==> config.mk <==
export PLATFORM = sky130hd
export DESIGN_NAME = mhpq_cell
export DESIGN_NICKNAME = d
export VERILOG_FILES = /design/src/rtl/core/mhpq_pkg.sv /design/src/rtl/core/mhpq_cell.sv
export SDC_FILE = /design/constraint.sdc
export NUM_CORES = 1
export LEC_CHECK = 0
export BUFFER_PORTS_ARGS = -buffer_cell sky130_fd_sc_hd__buf_2
export CORE_MARGIN = 5
export CORE_UTILIZATION = 45
export DETAILED_ROUTE_END_ITERATION = 8
export PLACE_DENSITY = 0.81
export SLEW_MARGIN = 10
export SYNTH_ARGS = -nofsm -noshare
export SYNTH_HDL_FRONTEND = slang
export SYNTH_SLANG_ARGS = --single-unit
==> constraint.sdc <==
create_clock -name clk -period 4.3 [get_ports clk]
set_input_delay 0.645 -clock clk [delete_from_list [all_inputs] [get_ports clk]]
set_output_delay 0.645 -clock clk [all_outputs]
set_load 0.03 [all_outputs]
==> src/rtl/core/mhpq_pkg.sv <==
package mhpq_pkg;

  localparam int KEY_W            = 32;
  localparam int COUNT_OUT_W      = 7;
  localparam int DEFAULT_CAPACITY = 127;

  // action codes
  localparam logic ACT_INSERT = 1'b0;
  localparam logic ACT_REMOVE = 1'b1;

  // status codes
  localparam logic [1:0] ST_OK    = 2'd0;
  localparam logic [1:0] ST_EMPTY = 2'd1;
  localparam logic [1:0] ST_FULL  = 2'd2;

  typedef logic signed [KEY_W-1:0] key_t;

  typedef struct packed {
    logic action;
    key_t key;
  } req_item_t;

  typedef struct packed {
    key_t                   max_key;
    logic [1:0]             status;
    logic [COUNT_OUT_W-1:0] entry_count;
  } rsp_item_t;

  // broadcast from the controller to every cell
  typedef struct packed {
    logic insert;
    logic remove;
    key_t key;
  } cell_ctrl_t;

endpackage

==> src/rtl/core/mhpq_cell.sv <==
module mhpq_cell (
  input  logic               clk,
  input  mhpq_pkg::cell_ctrl_t ctrl,
  input  logic               occupied,
  input  logic               left_ge,
  input  mhpq_pkg::key_t     left_key,
  input  mhpq_pkg::key_t     right_key,
  output mhpq_pkg::key_t     key,
  output logic               ge
);
  import mhpq_pkg::*;

  // this cell keeps its key on insert when it holds a key no smaller
  assign ge = occupied && (key >= ctrl.key);

  // remove shifts toward the head; insert shifts away from it below the slot
  always_ff @(posedge clk) begin
    if (ctrl.remove) begin
      key <= right_key;
    end else if (ctrl.insert && !ge) begin
      key <= left_ge ? ctrl.key : left_key;
    end
  end

endmodule

# Word level (Yosys, flattened, before mapping)
# Cells that the tools add are included.
[op_classes] add_sub_neg=0 magnitude_cmp=1 eq_ne=0 div=0 n_mux=3 bitwise=0 shift=0 n_reduce_logical=4 n_mul=0
[ops] op="$mux 32" count=3
[ops] op="$ge 32x32->1" count=1
[ops] op="$logic_and 1x1->1" count=2
[ops] op="$reduce_bool 2->1" count=1
[ops] op="$logic_not 1->1" count=1
[word_totals] romBits=0 latch_bits=0 word_cells=9 register_bits=32 ramBits=0 in_bits=101 memories=0

# Depth between registers and ports, before layout
[logic_depth] word_depth=6 mapped_depth=8 depth_no_buf=8

# Least setup slack after synthesis
# No wires, ideal clock.
[synth_timing] kind="input-to-reg" startpoint="in ctrl[14] (netlist name)" endpoint="reg key[0], enable pin" required_ns=3.906 path_stages=8 slack_ns=1.061 arrival_time_ns=2.845 setup_time_ns=0.394 path_cell_list="inv_1 ha_1 and4_4 a211oi_2 o21ai_1 o32ai_2 mux2i_1 o31a_1"
[synth_via] elab_chain_len=5
[synth_rtl] item="start, declared" line_no="mhpq_cell.sv:3" rtl="input mhpq_pkg::cell_ctrl_t ctrl,"
[synth_rtl] item="$ge 32x32->1" line_no="mhpq_cell.sv:14" rtl="assign ge = occupied && (key >= ctrl.key);"
[synth_rtl] item="$logic_and 1x1->1" line_no="mhpq_cell.sv:14"
[synth_rtl] item="$logic_not 1->1" line_no="mhpq_cell.sv:20" rtl="end else if (ctrl.insert && !ge) begin"
[synth_rtl] item="$logic_and 1x1->1" line_no="mhpq_cell.sv:20"
[synth_rtl] item="$reduce_bool 2->1 (no line)"
[synth_rtl] item="end signal, assigned" line_no="mhpq_cell.sv:19" rtl="key <= right_key;"
[synth_rtl] item="end signal, assigned" line_no="mhpq_cell.sv:21" rtl="key <= left_ge ? ctrl.key : left_key;"
[synth_rtl] item="end, declared" line_no="mhpq_cell.sv:8" rtl="output mhpq_pkg::key_t key,"
# Every way passes these cells.
# A chain may end at the register's enable or synchronous reset.

# Worst setup path in the final report
[layout_timing] startpoint="in ctrl[14] (netlist name)" endpoint="out ge"
[layout_via] elab_chain_len=2
[layout_rtl] item="$ge 32x32->1" line_no="mhpq_cell.sv:14"
[layout_rtl] item="$logic_and 1x1->1" line_no="mhpq_cell.sv:14"
[layout_rtl] item="end, declared" line_no="mhpq_cell.sv:9" rtl="output logic ge"
# Every way passes these cells.

==> parameters.txt <==
Parameter                              Value

Run status
  Result of the run    completed

Pwr
  Worst IR drop on VDD    0.165 mV
  Static Leak    1.75 nW
  Total Power    968 µW
  Cell area power density    296 nW/µm²

Die
  Row Count    27
  Total I/O pin count    134
  Core Box Area    5440 µm²
  Die span in y    84.1 µm
  Effective utilization at floorplan    45.5%
  Die ar.    7080 µm²
  Horizontal die dimension    84.1 µm

Global routing
  Global-route track usage on met1    19.8%
  Global routing met3 resource utilization    4.64%
  Most heavily used metal layer in global routing    met2
  Total congestion overflow after global routing    0
  Tot GR Track Use    18.0%
  First-pass GRT wire length    10.4 mm
  Largest net degree at the start of global routing    67
  Number of global-route vias before repair    2370
  Global-route met2 utilization    33.7%
  Number of antenna violations at the first check in global routing    0

Clock tree
  Total clock buffers created by CTS    5
  Hold Buf Count CTS    0
  Clk Latency, worst-skew pair    0.27 ns
  Post-CTS setup buffer count    0
  Worst-case clock buffer depth    2
  Clock transition at the registers of the reported paths    0.07 ns
  Depth of the CTS H-tree    2
  CTS tree    yes
  Gates resized, CTS repair    0
  Number of clock sinks seen by CTS    32
  Library cell used as clock root buffer    clkbuf_8

Routing
  Post-route antenna net violation count    0
  Detailed-route vias per instance    5.00
  Final wirelength    6.39 mm
  Number of design-rule violations left by the first detailed-router iteration    74
  Via Count    2306
  First-pass iteration count of the detailed router    6
  Remaining design rule violation count    0
  WL/cell    13.9 µm

Critical path
  Arrival time of the worst setup path    2.48 ns
  Sequence of cells on the critical path    buf_2, inv_1, ha_1, and4_4, a211oi_2, o21ai_1, o32ai_2, mux2i_1, a21oi_1, buf_2
  Crit path kind    primary input to output pin
  Data required time of the critical path    3.65 ns
  Startpoint of the lowest-slack register-to-register path    key[14]$_DFFE_PP_
  FF-to-FF setup slack    1.44 ns
  Path depth of the worst reg2reg path    7
  Crit-path slowest cell    ha_1
  Kind of end point of the critical path    output pin
  CP peak stage delay    0.32 ns
  Gate family responsible for the most delay along the worst path    compound AO/OA/AOI/OAI gates
  Crit path top cell by count    buf_2
  Endpoint of the worst register-to-register path    key[30]$_DFFE_PP_
  Number of buffers and inverters on the critical path    3
  Largest fanout of any net on the critical path    3
  Startpoint types    primary input

STA
  Highest attainable clock frequency    320 MHz
  Setup violators final    0
  Transition at the pin with the smallest max-transition slack    0.961 ns
  RSZ-0062 raised after global routing    false
  Hold Slack    0.646 ns
  Worst-case clock skew    0.00362 ns
  Total Negative Setup Slacks    0 ns
  Number of failing hold endpoints at the final stage    0
  Share of the clock period used by the worst path after layout    72.7%
  Number of pins with negative max-slew slack in the final report    0
  Time the worst path needs with I/O delays and setup    3.13 ns
  Relative slew slack    35.9%

Logic synthesis
  Post-synth EDFFs    32
  Count of yosys warnings during synthesis    0
  Most instantiated flip-flop cell in the synthesis netlist    edfxtp_1
  Top cell type by total area after synthesis    edfxtp_1
  Async S/R FF share, synth    0%
  Post-synthesis cell count    258
  Cell variety after synth    28
  Syn_nets    391
  Flip-flop and latch count after synthesis    32
  Synth Area per Inst    9.58 µm²
  Mapped Area    2470 µm²
  Yosys top cell area share    38.9%
  Proportion of synthesized chip area in sequential cells    38.9%
  Leading post-synthesis cells by cell area    edfxtp_1 (39%), ha_1 (16%), mux2i_1 (13%), o21ai_0 (6.7%), nand2_1 (5.8%)

Layout
  Number of nets in the layout    521
  Top library cells by usage in the layout, fill and taps aside    buf_2 (133), nand2_1 (38), inv_1 (34), mux2i_1 (33), o21ai_0 (33)
  Largest register FFs    32
  Registers with the most flip-flops    key x32
  Register bank with the most flops    key
  Number of antenna diodes    0
  Area delta synth->final    32.4%
  Ratio of cells with drive above 1 in the final layout    37.5%
  Most frequent standard cell in the layout excluding fill and tap cells    buf_2

Place
  GPL Wtd Cong    0.813
  Port Buf Inserts    133
  HPWL after detailed placement    5.25 mm

Worst hold path
  Class of the most critical hold timing path    primary input to register
  Startpoint of the worst hold path    right_key[27]
  Hold depth    3
  Hold-critical path endpoint    key[27]$_DFFE_PP_

Run
  Number of violations of the max-capacitance limit    0
[how the worst max path moves through the flow]
stage	start	end	cells past startpoint
final	ctrl[14]	ge	10
after global placement	ctrl[14]	key[21]$_DFFE_PP_	9
after global routing	ctrl[14]	ge	10
after detailed placement	ctrl[14]	key[18]$_DFFE_PP_	9
after CTS	ctrl[14]	ge	10
after floorplan	ctrl[14]	key[0]$_DFFE_PP_	8
[cells in the mapped netlist (2+ instances only)]
master	n
buf_2	3
a21oi_1	13
nand3_1	3
o21ai_0	33
a21o_1	3
nor2b_1	2
clkbuf_1	8
ha_1	32
mux2i_1	33
o21ai_1	3
inv_1	34
nand4_1	6
edfxtp_1	32
a211oi_1	2
nand2_1	38
[tightest hold or removal path: cells and delay by family]
family / cells / cell delay (ns)
buffers and inverters: 1 / 0.07
AO/OA/AOI/OAI: 1 / 0.05
AND/OR/NAND/NOR: 1 / 0.04
[report_power, final]
part	internal, mW	switching, mW
clock	0.110	0.105
combinational	0.132	0.210
sequential	0.393	0.0197
total	0.634	0.334
[cell type report]
class / count / area (µm²)
Fill cell: 484 / 2160
Tap cell: 72 / 90.1
Clock buffer: 5 / 68.8
Multi-Input combinational cell: 181 / 1340
Sequential cell: 32 / 961
Clock inverter: 3 / 13.8
Inverter: 34 / 128
Timing Repair Buffer: 134 / 673
[layer usage]
layer / part of all wire, % / vias to the layer above
met5: 0 / -
met4: 0.42 / 0
met3: 8.4 / 2
met2: 51 / 82
met1: 40 / 1039
li1: - / 1183
[metrics by stage]
stage / instance area (µm²) / setup WS [ns] / instances / utilization [%]
finish: 3270 / 1.17 / 461 / 60.2
global route: 3270 / 1.04 / 461 / 60.2
CTS: 3270 / 1.18 / 461 / 60.2
detailed placement: 3190 / 1.01 / 453 / 58.7
global placement: 3190 / 1.08 / 453 / 58.7
floorplan: 2470 / 1.06 / 258 / -
[cells by family (layout without fill, tap and decap cells)]
| logic type | count (synthesis) | in the layout | synth area share, % |
|---|---|---|---|
| AOI/OAI and AO/OA | 61 | 61 | 14.2 |
| adders and majority gates | 32 | 32 | 16.2 |
| buffers and inverters | 45 | 176 | 6.98 |
| DFF | 32 | 32 | 38.9 |
| muxes | 33 | 33 | 13.4 |
| and+or+nand+nor | 55 | 55 | 10.4 |
No activity file was read; power rests on OpenSTA's default activity.
